$ cat config.mk
export PLATFORM = sky130hd
export DESIGN_NAME = yuv_pixel_pair_to_rgb
export DESIGN_NICKNAME = d
export VERILOG_FILES = /design/src/hdl/yuv2rgb_pkg.sv /design/src/hdl/yuv2rgb_studio.sv /design/src/hdl/yuv2rgb_percent.sv /design/src/hdl/yuv_pixel_pair_to_rgb.sv
export SDC_FILE = /design/constraint.sdc
export NUM_CORES = 2
export LEC_CHECK = 0
export BUFFER_PORTS_ARGS = -buffer_cell sky130_fd_sc_hd__buf_2
export CAP_MARGIN = 10
export CORE_UTILIZATION = 65
export DETAILED_ROUTE_END_ITERATION = 8
export HOLD_SLACK_MARGIN = 0.02
export PLACE_DENSITY = 0.82
export SLEW_MARGIN = 20
export SYNTH_ARGS = -nofsm -noshare
export SYNTH_HDL_FRONTEND = slang
export SYNTH_HIERARCHICAL = 1
export SYNTH_SLANG_ARGS = --single-unit
$ cat constraint.sdc
create_clock -name clock -period 11.6 [get_ports clock]
set_clock_uncertainty 0.2 [all_clocks]
set_input_delay 0 -clock clock [delete_from_list [all_inputs] [get_ports clock]]
set_output_delay 0 -clock clock [all_outputs]
set_load 0.03 [all_outputs]
$ cat src/hdl/yuv2rgb_pkg.sv
// Shared types, coefficients and the byte clamp for the pixel-pair YUV to RGB converter.
// No dependencies; every other file in hdl/ imports this package.
package yuv2rgb_pkg;

   typedef struct packed {
      logic [7:0] luma_first;
      logic [7:0] luma_second;
      logic [7:0] chroma_blue;
      logic [7:0] chroma_red;
   } yuv2rgb_req_type;

   typedef struct packed {
      logic [7:0] left_slot_zero;
      logic [7:0] left_slot_one;
      logic [7:0] left_slot_two;
      logic [7:0] right_slot_zero;
      logic [7:0] right_slot_one;
      logic [7:0] right_slot_two;
   } yuv2rgb_rsp_type;

   typedef struct packed {
      logic [7:0] slot_zero;
      logic [7:0] slot_one;
      logic [7:0] slot_two;
   } yuv2rgb_pixel_type;

   // source_format codes
   localparam logic FORMAT_YUY2 = 1'b0;
   localparam logic FORMAT_NV12 = 1'b1;

   // Chroma and offset luma, signed, -128..239
   typedef logic signed [8:0] chroma_type;
   localparam chroma_type CHROMA_OFFSET = 9'sd128;
   localparam chroma_type LUMA_OFFSET   = 9'sd16;
   localparam logic [7:0] CHROMA_NEUTRAL = 8'd128;

   // Studio path: 20-bit signed accumulators, result taken from bits above the shift
   localparam int STUDIO_W    = 20;
   localparam int STUDIO_SHIFT = 8;
   typedef logic signed [STUDIO_W-1:0] studio_sum_type;
   localparam studio_sum_type COEF_Y       = 20'sd298;
   localparam studio_sum_type COEF_RV      = 20'sd409;
   localparam studio_sum_type COEF_GU      = 20'sd100;
   localparam studio_sum_type COEF_GV      = 20'sd208;
   localparam studio_sum_type COEF_BU      = 20'sd516;
   localparam studio_sum_type STUDIO_ROUND = 20'sd128;

   // Value ahead of the clamp, wide enough for both paths
   localparam int WIDE_W = STUDIO_W - STUDIO_SHIFT;
   typedef logic signed [WIDE_W-1:0] wide_pixel_type;

   // Percent path: chroma product, its magnitude, divide by 100 via reciprocal
   typedef logic signed [15:0] pct_prod_type;
   typedef logic [14:0]        pct_mag_type;
   typedef logic [27:0]        recip_prod_type;
   typedef logic [8:0]         pct_quot_type;
   typedef logic signed [9:0]  pct_squot_type;
   localparam int PCT_TERMS = 4;
   localparam int TERM_RED     = 0;
   localparam int TERM_GREEN_U = 1;
   localparam int TERM_GREEN_V = 2;
   localparam int TERM_BLUE    = 3;
   localparam pct_prod_type PCT_COEF [PCT_TERMS] = '{16'sd140, 16'sd34, 16'sd71, 16'sd177};
   // floor(m * 5243 / 2^19) == floor(m / 100) for all m below 2^15 used here
   localparam recip_prod_type RECIP_100   = 28'd5243;
   localparam int             RECIP_SHIFT = 19;

   function automatic logic [7:0] clamp_byte(input wide_pixel_type value);
      logic [7:0] result;
      if (value < 0) begin
         result = 8'd0;
      end else if (value > wide_pixel_type'(255)) begin
         result = 8'd255;
      end else begin
         result = value[7:0];
      end
      return result;
   endfunction

endpackage

$ cat src/hdl/yuv2rgb_studio.sv
// Three-stage BT.601 studio-range conversion of one pixel: R, G, B in slots zero..two.
// Depends on yuv2rgb_pkg.
module yuv2rgb_studio (
   input  logic                          clock,
   input  logic [7:0]                    luma,
   input  yuv2rgb_pkg::chroma_type       chroma_blue_off,
   input  yuv2rgb_pkg::chroma_type       chroma_red_off,
   output yuv2rgb_pkg::yuv2rgb_pixel_type pixel
);
   import yuv2rgb_pkg::*;

   chroma_type        luma_off;
   studio_sum_type    y_term_in, red_term_in, green_term_in, blue_term_in;
   studio_sum_type    y_term_ff, red_term_ff, green_term_ff, blue_term_ff;
   studio_sum_type    red_sum_in, green_sum_in, blue_sum_in;
   studio_sum_type    red_sum_ff, green_sum_ff, blue_sum_ff;
   yuv2rgb_pixel_type pixel_in, pixel_ff;

   always_comb begin
      luma_off      = $signed({1'b0, luma}) - LUMA_OFFSET;
      y_term_in     = studio_sum_type'(luma_off) * COEF_Y;
      red_term_in   = studio_sum_type'(chroma_red_off) * COEF_RV;
      green_term_in = -(studio_sum_type'(chroma_blue_off) * COEF_GU)
                      - (studio_sum_type'(chroma_red_off) * COEF_GV);
      blue_term_in  = studio_sum_type'(chroma_blue_off) * COEF_BU;

      red_sum_in   = y_term_ff + red_term_ff + STUDIO_ROUND;
      green_sum_in = y_term_ff + green_term_ff + STUDIO_ROUND;
      blue_sum_in  = y_term_ff + blue_term_ff + STUDIO_ROUND;

      // floor shift by 8: keep the upper bits as signed
      pixel_in.slot_zero = clamp_byte($signed(red_sum_ff[STUDIO_W-1:STUDIO_SHIFT]));
      pixel_in.slot_one  = clamp_byte($signed(green_sum_ff[STUDIO_W-1:STUDIO_SHIFT]));
      pixel_in.slot_two  = clamp_byte($signed(blue_sum_ff[STUDIO_W-1:STUDIO_SHIFT]));
   end

   always_ff @(posedge clock) begin
      y_term_ff     <= y_term_in;
      red_term_ff   <= red_term_in;
      green_term_ff <= green_term_in;
      blue_term_ff  <= blue_term_in;
      red_sum_ff    <= red_sum_in;
      green_sum_ff  <= green_sum_in;
      blue_sum_ff   <= blue_sum_in;
      pixel_ff      <= pixel_in;
   end

   assign pixel = pixel_ff;

endmodule

$ cat src/hdl/yuv2rgb_percent.sv
// Three-stage percent-coefficient conversion of a pixel pair: B, G, R in slots zero..two.
// Chroma terms are shared by both pixels. Depends on yuv2rgb_pkg.
module yuv2rgb_percent (
   input  logic                           clock,
   input  logic [7:0]                     luma_first,
   input  logic [7:0]                     luma_second,
   input  yuv2rgb_pkg::chroma_type        chroma_blue_off,
   input  yuv2rgb_pkg::chroma_type        chroma_red_off,
   output yuv2rgb_pkg::yuv2rgb_pixel_type pixel_left,
   output yuv2rgb_pkg::yuv2rgb_pixel_type pixel_right
);
   import yuv2rgb_pkg::*;

   chroma_type        term_chroma [PCT_TERMS];
   pct_prod_type      term_prod   [PCT_TERMS];
   pct_mag_type       mag_in      [PCT_TERMS];
   pct_mag_type       mag_ff      [PCT_TERMS];
   logic              neg_in      [PCT_TERMS];
   logic              neg_ff      [PCT_TERMS];
   recip_prod_type    recip_prod  [PCT_TERMS];
   pct_quot_type      quot        [PCT_TERMS];
   pct_squot_type     squot_in    [PCT_TERMS];
   pct_squot_type     squot_ff    [PCT_TERMS];
   logic [7:0]        luma_s1_ff  [2];
   logic [7:0]        luma_s2_ff  [2];
   wide_pixel_type    luma_wide   [2];
   wide_pixel_type    red_wide, green_chroma, blue_wide;
   yuv2rgb_pixel_type pixel_in    [2];
   yuv2rgb_pixel_type pixel_ff    [2];

   always_comb begin
      term_chroma[TERM_RED]     = chroma_red_off;
      term_chroma[TERM_GREEN_U] = chroma_blue_off;
      term_chroma[TERM_GREEN_V] = chroma_red_off;
      term_chroma[TERM_BLUE]    = chroma_blue_off;

      // truncate toward zero: divide the magnitude, restore the sign
      for (int t = 0; t < PCT_TERMS; t++) begin
         term_prod[t]  = pct_prod_type'(term_chroma[t]) * PCT_COEF[t];
         neg_in[t]     = term_prod[t][15];
         mag_in[t]     = neg_in[t] ? pct_mag_type'(-term_prod[t]) : term_prod[t][14:0];
         recip_prod[t] = recip_prod_type'(mag_ff[t]) * RECIP_100;
         quot[t]       = recip_prod[t][RECIP_SHIFT+8:RECIP_SHIFT];
         squot_in[t]   = neg_ff[t] ? -$signed({1'b0, quot[t]}) : $signed({1'b0, quot[t]});
      end

      red_wide     = wide_pixel_type'(squot_ff[TERM_RED]);
      green_chroma = wide_pixel_type'(squot_ff[TERM_GREEN_U])
                     + wide_pixel_type'(squot_ff[TERM_GREEN_V]);
      blue_wide    = wide_pixel_type'(squot_ff[TERM_BLUE]);

      for (int p = 0; p < 2; p++) begin
         luma_wide[p]          = wide_pixel_type'($signed({1'b0, luma_s2_ff[p]}));
         pixel_in[p].slot_zero = clamp_byte(luma_wide[p] + blue_wide);
         pixel_in[p].slot_one  = clamp_byte(luma_wide[p] - green_chroma);
         pixel_in[p].slot_two  = clamp_byte(luma_wide[p] + red_wide);
      end
   end

   always_ff @(posedge clock) begin
      for (int t = 0; t < PCT_TERMS; t++) begin
         mag_ff[t]   <= mag_in[t];
         neg_ff[t]   <= neg_in[t];
         squot_ff[t] <= squot_in[t];
      end
      luma_s1_ff[0] <= luma_first;
      luma_s1_ff[1] <= luma_second;
      for (int p = 0; p < 2; p++) begin
         luma_s2_ff[p] <= luma_s1_ff[p];
         pixel_ff[p]   <= pixel_in[p];
      end
   end

   assign pixel_left  = pixel_ff[0];
   assign pixel_right = pixel_ff[1];

endmodule

$ cat src/hdl/yuv_pixel_pair_to_rgb.sv
// Top level of the pixel-pair YUV to RGB converter: input register, valid/format
// pipeline, format select and output register. Depends on yuv2rgb_pkg,
// yuv2rgb_studio and yuv2rgb_percent.
//
// Usage:
//   Input: drive req_payload (two luma samples and their shared chroma pair) and
//   raise start; the item is taken at any rising edge with start high and busy low.
//   busy stays low, so one item can be taken in every cycle.
//   Output: rsp_valid is high for exactly one cycle per item, with both converted
//   pixels on rsp_payload; the receiver must take it then, it cannot stall.
//   Path: an item taken passes through the input register, three arithmetic
//   stages and the output register before it is shown on rsp_payload.
//   Throughput: one item per cycle, set by the five-stage pipeline.
//   Configuration: csr_write_enable writes csr_write_data into the source format
//   (YUY2 studio formula or NV12 percent formula with blue/red swap). Write it
//   only with no item in flight; each item carries the format it was taken with.
//   Reset: synchronous, clears the format to YUY2 and drops all items in flight.
module yuv_pixel_pair_to_rgb (
   input  logic                         clock,
   input  logic                         reset,
   input  logic                         start,
   output logic                         busy,
   input  yuv2rgb_pkg::yuv2rgb_req_type req_payload,
   input  logic                         csr_write_enable,
   input  logic                         csr_write_data,
   output logic                         rsp_valid,
   output yuv2rgb_pkg::yuv2rgb_rsp_type rsp_payload
);
   import yuv2rgb_pkg::*;

   localparam int DEPTH = 4;

   logic              accept;
   logic              format_ff;
   yuv2rgb_req_type   req_ff;
   logic [DEPTH-1:0]  valid_pipe_ff, valid_pipe_in;
   logic [DEPTH-1:0]  fmt_pipe_ff, fmt_pipe_in;
   chroma_type        chroma_blue_off, chroma_red_off;
   yuv2rgb_pixel_type studio_left, studio_right, pct_left, pct_right;
   yuv2rgb_rsp_type   rsp_in, rsp_ff;
   logic              rsp_valid_ff;

   assign busy   = 1'b0;
   assign accept = start && !busy;

   always_comb begin
      chroma_blue_off = $signed({1'b0, req_ff.chroma_blue}) - CHROMA_OFFSET;
      chroma_red_off  = $signed({1'b0, req_ff.chroma_red}) - CHROMA_OFFSET;

      valid_pipe_in = {valid_pipe_ff[DEPTH-2:0], accept};
      fmt_pipe_in   = {fmt_pipe_ff[DEPTH-2:0], format_ff};

      if (fmt_pipe_ff[DEPTH-1] == FORMAT_NV12) begin
         rsp_in.left_slot_zero  = pct_left.slot_zero;
         rsp_in.left_slot_one   = pct_left.slot_one;
         rsp_in.left_slot_two   = pct_left.slot_two;
         rsp_in.right_slot_zero = pct_right.slot_zero;
         rsp_in.right_slot_one  = pct_right.slot_one;
         rsp_in.right_slot_two  = pct_right.slot_two;
      end else begin
         rsp_in.left_slot_zero  = studio_left.slot_zero;
         rsp_in.left_slot_one   = studio_left.slot_one;
         rsp_in.left_slot_two   = studio_left.slot_two;
         rsp_in.right_slot_zero = studio_right.slot_zero;
         rsp_in.right_slot_one  = studio_right.slot_one;
         rsp_in.right_slot_two  = studio_right.slot_two;
      end
   end

   always_ff @(posedge clock) begin
      if (reset) begin
         format_ff     <= FORMAT_YUY2;
         valid_pipe_ff <= '0;
         rsp_valid_ff  <= 1'b0;
      end else begin
         if (csr_write_enable) begin
            format_ff <= csr_write_data;
         end
         valid_pipe_ff <= valid_pipe_in;
         rsp_valid_ff  <= valid_pipe_ff[DEPTH-1];
      end
   end

   always_ff @(posedge clock) begin
      req_ff      <= req_payload;
      fmt_pipe_ff <= fmt_pipe_in;
      rsp_ff      <= rsp_in;
   end

   yuv2rgb_studio u_studio_left (
      .clock           (clock),
      .luma            (req_ff.luma_first),
      .chroma_blue_off (chroma_blue_off),
      .chroma_red_off  (chroma_red_off),
      .pixel           (studio_left)
   );

   yuv2rgb_studio u_studio_right (
      .clock           (clock),
      .luma            (req_ff.luma_second),
      .chroma_blue_off (chroma_blue_off),
      .chroma_red_off  (chroma_red_off),
      .pixel           (studio_right)
   );

   yuv2rgb_percent u_percent (
      .clock           (clock),
      .luma_first      (req_ff.luma_first),
      .luma_second     (req_ff.luma_second),
      .chroma_blue_off (chroma_blue_off),
      .chroma_red_off  (chroma_red_off),
      .pixel_left      (pct_left),
      .pixel_right     (pct_right)
   );

   assign rsp_valid   = rsp_valid_ff;
   assign rsp_payload = rsp_ff;

`ifndef SYNTH
   // every taken item comes out at the output with rsp_valid high
   a_item_emerges: assert property (@(posedge clock) disable iff (reset)
      accept |-> ##5 rsp_valid)
      else $error("taken item did not reach the output on time");

   a_no_phantom: assert property (@(posedge clock) disable iff (reset)
      rsp_valid |-> $past(accept, 5))
      else $error("result without a taken item");

   // equal luma in a pair must give equal pixels in either format
   a_pair_match: assert property (@(posedge clock) disable iff (reset)
      rsp_valid && $past(req_payload.luma_first == req_payload.luma_second, 5)
      |-> rsp_payload.left_slot_zero == rsp_payload.right_slot_zero
          && rsp_payload.left_slot_one == rsp_payload.right_slot_one
          && rsp_payload.left_slot_two == rsp_payload.right_slot_two)
      else $error("left and right pixels differ for equal luma");

   // NV12 with neutral chroma passes luma straight to all three slots
   a_neutral_gray: assert property (@(posedge clock) disable iff (reset)
      rsp_valid && $past(format_ff == FORMAT_NV12
                         && req_payload.chroma_blue == CHROMA_NEUTRAL
                         && req_payload.chroma_red == CHROMA_NEUTRAL, 5)
      |-> rsp_payload.left_slot_zero == rsp_payload.left_slot_one
          && rsp_payload.left_slot_one == rsp_payload.left_slot_two
          && rsp_payload.left_slot_zero == $past(req_payload.luma_first, 5))
      else $error("neutral chroma did not give gray in NV12 mode");
`endif

endmodule

After elaboration in Yosys (flattened, before gate mapping)
Memory sizes are Yosys's and may differ from the RTL's.
Cells that the tools add are included.
{"block": "word_totals", "latch_bits": 0, "register_bits": 354, "mem_bits_rw": 184, "mem_bits_ro": 0, "mem_count": 6}
{"memory": "u_percent.mag_ff", "words": 4, "width": 15, "rd": 4, "rd_ports_with_merged_regs": 0, "write_ports": 4, "line": "yuv2rgb_percent.sv:17", "rtl": "pct_mag_type mag_ff [PCT_TERMS];"}
{"memory": "u_percent.pixel_ff", "words": 2, "width": 24, "rd": 2, "rd_ports_with_merged_regs": 0, "write_ports": 2, "line": "yuv2rgb_percent.sv:29", "rtl": "yuv2rgb_pixel_type pixel_ff [2];"}
{"memory": "u_percent.squot_ff", "words": 4, "width": 10, "rd": 4, "rd_ports_with_merged_regs": 0, "write_ports": 4, "line": "yuv2rgb_percent.sv:23", "rtl": "pct_squot_type squot_ff [PCT_TERMS];"}
{"memory": "u_percent.luma_s1_ff", "words": 2, "width": 8, "rd": 2, "rd_ports_with_merged_regs": 0, "write_ports": 2, "line": "yuv2rgb_percent.sv:24", "rtl": "logic [7:0] luma_s1_ff [2];"}
{"memory": "u_percent.luma_s2_ff", "words": 2, "width": 8, "rd": 2, "rd_ports_with_merged_regs": 0, "write_ports": 2, "line": "yuv2rgb_percent.sv:25", "rtl": "logic [7:0] luma_s2_ff [2];"}
{"memory": "u_percent.neg_ff", "words": 4, "width": 1, "rd": 4, "rd_ports_with_merged_regs": 0, "write_ports": 4, "line": "yuv2rgb_percent.sv:19", "rtl": "logic neg_ff [PCT_TERMS];"}
{"block": "op_classes", "shift": 0, "reduce_logical": 0, "n_div": 0, "n_mul": 14, "bitwise_logic": 0, "magnitude_cmp": 24, "n_addsub": 33, "n_mux": 27, "eq_ne": 0}
{"cell": "two-way mux 8 bit", "n": 18}
{"cell": "adder 20 bit", "n": 6}
{"cell": "adder 20 x 9 -> 20 bit (second input constant)", "n": 6}
{"cell": "multiplier 15 x 13 -> 28 bit (second input constant)", "n": 4}
{"cell": "> comparator 12 x 9 -> 1 bit (second input constant)", "n": 8}
{"cell": "less-than comparator 12 x 1 -> 1 bit (second input constant)", "n": 8}
{"cell": "two-way mux 15 bit", "n": 4}
{"cell": "negator 15 bit", "n": 4}
{"cell": "multiplier 9 x 9 -> 18 bit (second input constant)", "n": 3}
{"cell": "two-way mux 48 bit", "n": 1}
{"cell": "adder 9 x 10 -> 11 bit", "n": 4}
{"cell": "> comparator 11 x 9 -> 1 bit (second input constant)", "n": 4}
{"cell": "less-than comparator 11 x 1 -> 1 bit (second input constant)", "n": 4}
{"cell": "two-way mux 10 bit", "n": 4}
{"cell": "negator 9 -> 10 bit", "n": 4}
{"cell": "multiplier 9 x 6 -> 15 bit (second input constant)", "n": 2}
{"cell": "subtractor 9 x 11 -> 12 bit", "n": 2}
{"cell": "negator 20 bit", "n": 1}
{"cell": "subtractor 20 bit", "n": 1}
{"cell": "multiplier 9 x 10 -> 19 bit (second input constant)", "n": 1}
{"cell": "subtractor 8 x 5 -> 9 bit (second input constant)", "n": 2}
{"cell": "subtractor 8 x 8 -> 9 bit (second input constant)", "n": 2}
{"cell": "multiplier 9 x 8 -> 16 bit (second input constant)", "n": 1}
{"cell": "multiplier 9 x 9 -> 16 bit (second input constant)", "n": 1}
{"cell": "other kinds (3)", "n": 3}

Longest topological paths before layout
An unclocked memory read counts as a cell.
{"block": "logic_depth", "word_depth": 6, "depth_mapped": 22}

Modules after synthesis
Netlist, hierarchy kept.
{"module": "yuv2rgb_percent", "cells_per_inst": 2590, "area_per_inst_um2": 24911.4, "seq_area_each_um2": 3583.4, "instances": 1}
{"module": "yuv2rgb_studio at u_studio_right", "cells_per_inst": 1137, "area_per_inst_um2": 11018.1, "seq_area_each_um2": 2622.5, "instances": 1}
{"module": "yuv2rgb_studio at u_studio_left", "cells_per_inst": 1122, "area_per_inst_um2": 11011.8, "seq_area_each_um2": 2622.5, "instances": 1}
{"module": "yuv_pixel_pair_to_rgb", "cells_per_inst": 154, "area_per_inst_um2": 2524.9, "seq_area_each_um2": 1801.7, "instances": 1}

Least setup slack after synthesis
Ideal clock, no wire load.
{"block": "synth_path", "path_type": "register to register", "from": "memory u_percent/mag_ff[1][13] in the netlist's numbering", "to": "memory u_percent/squot_ff[1][6] in the netlist's numbering", "t_required_ns": 11.328, "path_stages_with_launch": 21, "n_path_buf": 0, "path_slack_ns": 5.841, "arrival_ns": 5.487, "synth_period_minus_slack_ns": 5.759, "setup_time_ns": 0.072, "path_cell_list": "dfxtp_1 > fa_1 > ha_1 > inv_1 > fa_1 > inv_1 > fa_1 > inv_1 > fa_1 > inv_1 > ha_1 > a21o_1 > a21o_1 > a211oi_4 > a41oi_4 > and3_4 > o41a_1 > or2_1 > o311a_1 > a31oi_1 > xnor2_1"}
{"element": "from (decl)", "line": "yuv2rgb_percent.sv:17"}
{"element": "to (decl)", "line": "yuv2rgb_percent.sv:23"}

Final worst setup path
{"block": "layout_path", "from": "register req_ff[1] in the netlist's numbering", "to": "register u_studio_left.green_term_ff[19]"}
{"block": "layout_between", "elab_chain_cells": 3}
{"element": "from (decl)", "line": "yuv_pixel_pair_to_rgb.sv:35", "rtl": "yuv2rgb_req_type req_ff;"}
{"element": "from (signal assigned)", "line": "yuv_pixel_pair_to_rgb.sv:85", "rtl": "req_ff <= req_payload;"}
{"element": "subtractor 8 x 8 -> 9 bit", "line": "yuv_pixel_pair_to_rgb.sv:48", "rtl": "chroma_red_off = $signed({1'b0, req_ff.chroma_red}) - CHROMA_OFFSET;"}
{"element": "multiplier 9 x 5 -> 14 bit", "line": "yuv2rgb_studio.sv:24", "rtl": "- (studio_sum_type'(chroma_red_off) * COEF_GV);"}
{"element": "subtractor 20 bit", "line": "yuv2rgb_studio.sv:24"}
{"element": "via u_studio_left.green_term_in[19]", "line": "yuv2rgb_studio.sv:13", "rtl": "studio_sum_type y_term_in, red_term_in, green_term_in, blue_term_in;"}
{"element": "to (signal assigned)", "line": "yuv2rgb_studio.sv:40", "rtl": "green_term_ff <= green_term_in;"}
{"element": "to (decl)", "line": "yuv2rgb_studio.sv:14", "rtl": "studio_sum_type y_term_ff, red_term_ff, green_term_ff, blue_term_ff;"}
The timed path passes the listed nets, and every way through them passes these cells.
A chain may end at the register's enable or synchronous reset.

==> impl_metrics.yaml <==
run_status:
  status: "completed"
critical_path:
  arrival_ps: 6560
  startpoint: "req_ff[1]"
  critPathLaunchType: "register"
  crit_path_end_kind: "register"
  crit_fanout: 13
  criticalPathCategory: "register to register"
  r2r-start: "req_ff[1]"
  required_ps: 11960
synthesis:
  yosysWarnings: 6
  syn_inst: 5003
  yosys-top-cells-area: "ha_1, dfxtp_1, fa_1"
  synth_area_leader_cell: "ha_1"
  synth_edf_count: 0
  synth_cell_type_count: 100
  ys.flop_type: "dfxtp_1"
  synth-seq-cells: 531
  avgSynthCellArea_um2: 9.89
  synth_fp_nets: 6584
  netlist_area_um2: 49500
  yosysTopAreaCellShare_pct: 29.3
  async_flop_share_pct: 0
  seq_area_frac_synth_pct: 21.5
die:
  start_util_pct: 66.1
  core_area_um2: 74800
  die_h_um: 278
  rows: 100
  num_io_pins: 87
  dieArea_um2: 77200
  die_w_um: 278
drt:
  vias: 34911
  drc_errors: 0
  routed.top_layer: "met4"
  via_per_inst: 5.62
  wl_met2_um: 53500
  wl_met3_um: 4110
  routed_wl_um: 110000
  drt-met1-wl_um: 47800
  drt_iter0_markers: 1775
  firstDrtPassIters: 5
  wl_per_cell_um: 17.7
  ant_nets: 0
cells_and_area:
  layout.nets: 6772
  area_growth_pct: 8.50
  layout_common_cells: "ha_1, inv_1, dfxtp_1"
  n_fill_cell: 5194
  final_cells: 6210
  drive_gt1_share_pct: 5.83
  layout_commonest_cell: "ha_1"
timing:
  slew_headroom_pct: 25.8
  timing.fmax_mhz: 161
  slew_viol_final: 0
  worstMarginPinSlew_ps: 1110
  layout_min_cycle_time_ps: 6200
  min_period_over_period_pct: 53.5
  rsz0062_at_grt: "no"
  tns_ps: 0
  hold_viol_final: 0
  setup_viol: 0
clock_tree:
  cts_buffers: 55
  ctsHtreeMaxLevel: 2
  cts_root_buf: "clkbuf_16"
  cts_buffer_depth: 3
  cts_resized: 0
  clk_pin_slew_ps: 70
  cts_tree: "done"
  insertion_delay_ps: 630
  numClockSinks: 531
global_routing:
  grt_pass1_wl_um: 180000
  grt_pass1_vias: 36526
  grt_use_total_pct: 28.9
  grt_overflow: 0
  grt_max_degree: 49
  grt_antenna_before_repair: 4
placed_design:
  post-place-cells: 6031
  dpl.hpwl_um: 85900
  gp_congestion: 0.916
  portBuffers: 85
flow_run:
  maxCapViolations: 0
worst_hold_path:
  hold_path.class: "register to register"
  hp-start: "u_percent/luma_s1_ff[0][13]"
worst paths after layout:
kind | endpoint | slack (ps) | depth (start not counted)
worst max register to register | u_studio_left/green_term_ff[19] | 5400 | 21
worst min-delay path | u_percent/luma_s2_ff[0][13] | 130 | 0
worst min register to register | u_percent/luma_s2_ff[0][13] | 130 | 0
worst max-delay path | u_studio_left/green_term_ff[19] | 5400 | 21
final cells by class:
| class | instances | area [µm²] | area share [%] |
|---|---|---|---|
| Multi-Input combinational cell | 3537 | 35300 | 65.8 |
| Sequential cell | 531 | 10600 | 19.8 |
| Inverter | 892 | 3350 | 6.24 |
| Clock buffer | 67 | 1500 | 2.80 |
| Timing Repair Buffer | 174 | 1270 | 2.37 |
| Tap cell | 969 | 1210 | 2.26 |
| Clock inverter | 35 | 394 | 0.734 |
| Antenna cell | 5 | 12.5 | 0.0233 |
stage by stage:
stage	worst slack, ps	cell area, µm²	utilization, %	hold WS [ps]
finish	5400	53700	71.7	128
global placement	5550	51000	68.2	-97.8
global route	5050	53700	71.7	130
detailed placement	5460	51000	68.2	-96.4
CTS	5410	53700	71.7	24.5
floorplan	5840	49500	-	-172
critical path: stages, from the launching register on:
cell and delay [ps]:
dfxtp_1 990, inv_1 230, ha_1 350, inv_1 60
ha_1 330, ha_1 350, ha_1 340, a21o_1 190
a21oi_1 290, o21bai_1 130, a21oi_1 280, xnor2_1 170
ha_1 260, ha_1 400, a21o_1 190, a21o_1 170
a21o_1 190, a21o_1 180, a21oi_1 230, nor3b_1 80
a2111oi_0 320, a32o_1 200
Yosys cell counts, drive strengths merged (6+ instances only):
cell type     n
and4          9
ha         1159
o31a          6
a211o         8
a21oi       248
nor4         14
a31oi        32
inv         890
nor2b        42
or3          23
buf          15
o31ai        14
or2          11
and2         21
a2111oi      14
nor2        246
o21ai       145
and3         21
clkbuf       28
fa          385
a21o        104
nand3        55
a211oi       29
nand2b       39
nand2       147
xor2        119
xnor2       263
a31o          6
o211ai       11
nand4        21
mux2         50
a21boi       10
o21a         64
nor3         60
dfxtp       531
o21bai       48
nor3b         9
mux2i         9
o22ai         8
routing by layer:
layer	up-vias	GRT usage, %
li1	17146	-
met1	16725	36.2
met2	790	51.0
met3	250	2.85
met4	0	11.7
met5	-	0
cell families after synthesis:
group / synth area share (%)
other cells: 0.00758
simple gates: 7.25
xor+xnor: 6.81
mux: 1.47
buf+inv: 7.17
fa+ha+maj: 44.9
compound gates: 10.9
flops: 21.5
sequential cells by signal (all words and copies together) (netlist names), 16 cells and up:
name                          cells
u_studio_left/red_term_ff        18
u_percent/luma_s1_ff             16
u_studio_left/green_term_ff      18
u_studio_right/pixel             24
u_percent/luma_s2_ff             16
req_ff                           32
u_studio_left/pixel              24
u_studio_left/y_term_ff          18
u_percent/squot_ff               40
u_percent/pixel_ff               48
u_studio_right/blue_term_ff      17
u_studio_left/blue_term_ff       17
rsp_payload                      48
u_studio_right/green_term_ff     18
u_studio_right/red_term_ff       18
u_percent/mag_ff                 55
u_studio_right/y_term_ff         18
timing repair:
| action | CTS | global route |
|---|---|---|
| hold buffers | 72 | 0 |
| buffers inserted | 0 | 0 |
| hold endpoints to repair | 38 | 0 |
Power is not shown: default switching activity piles up to over one toggle a cycle in this logic, so the estimate is an artifact.
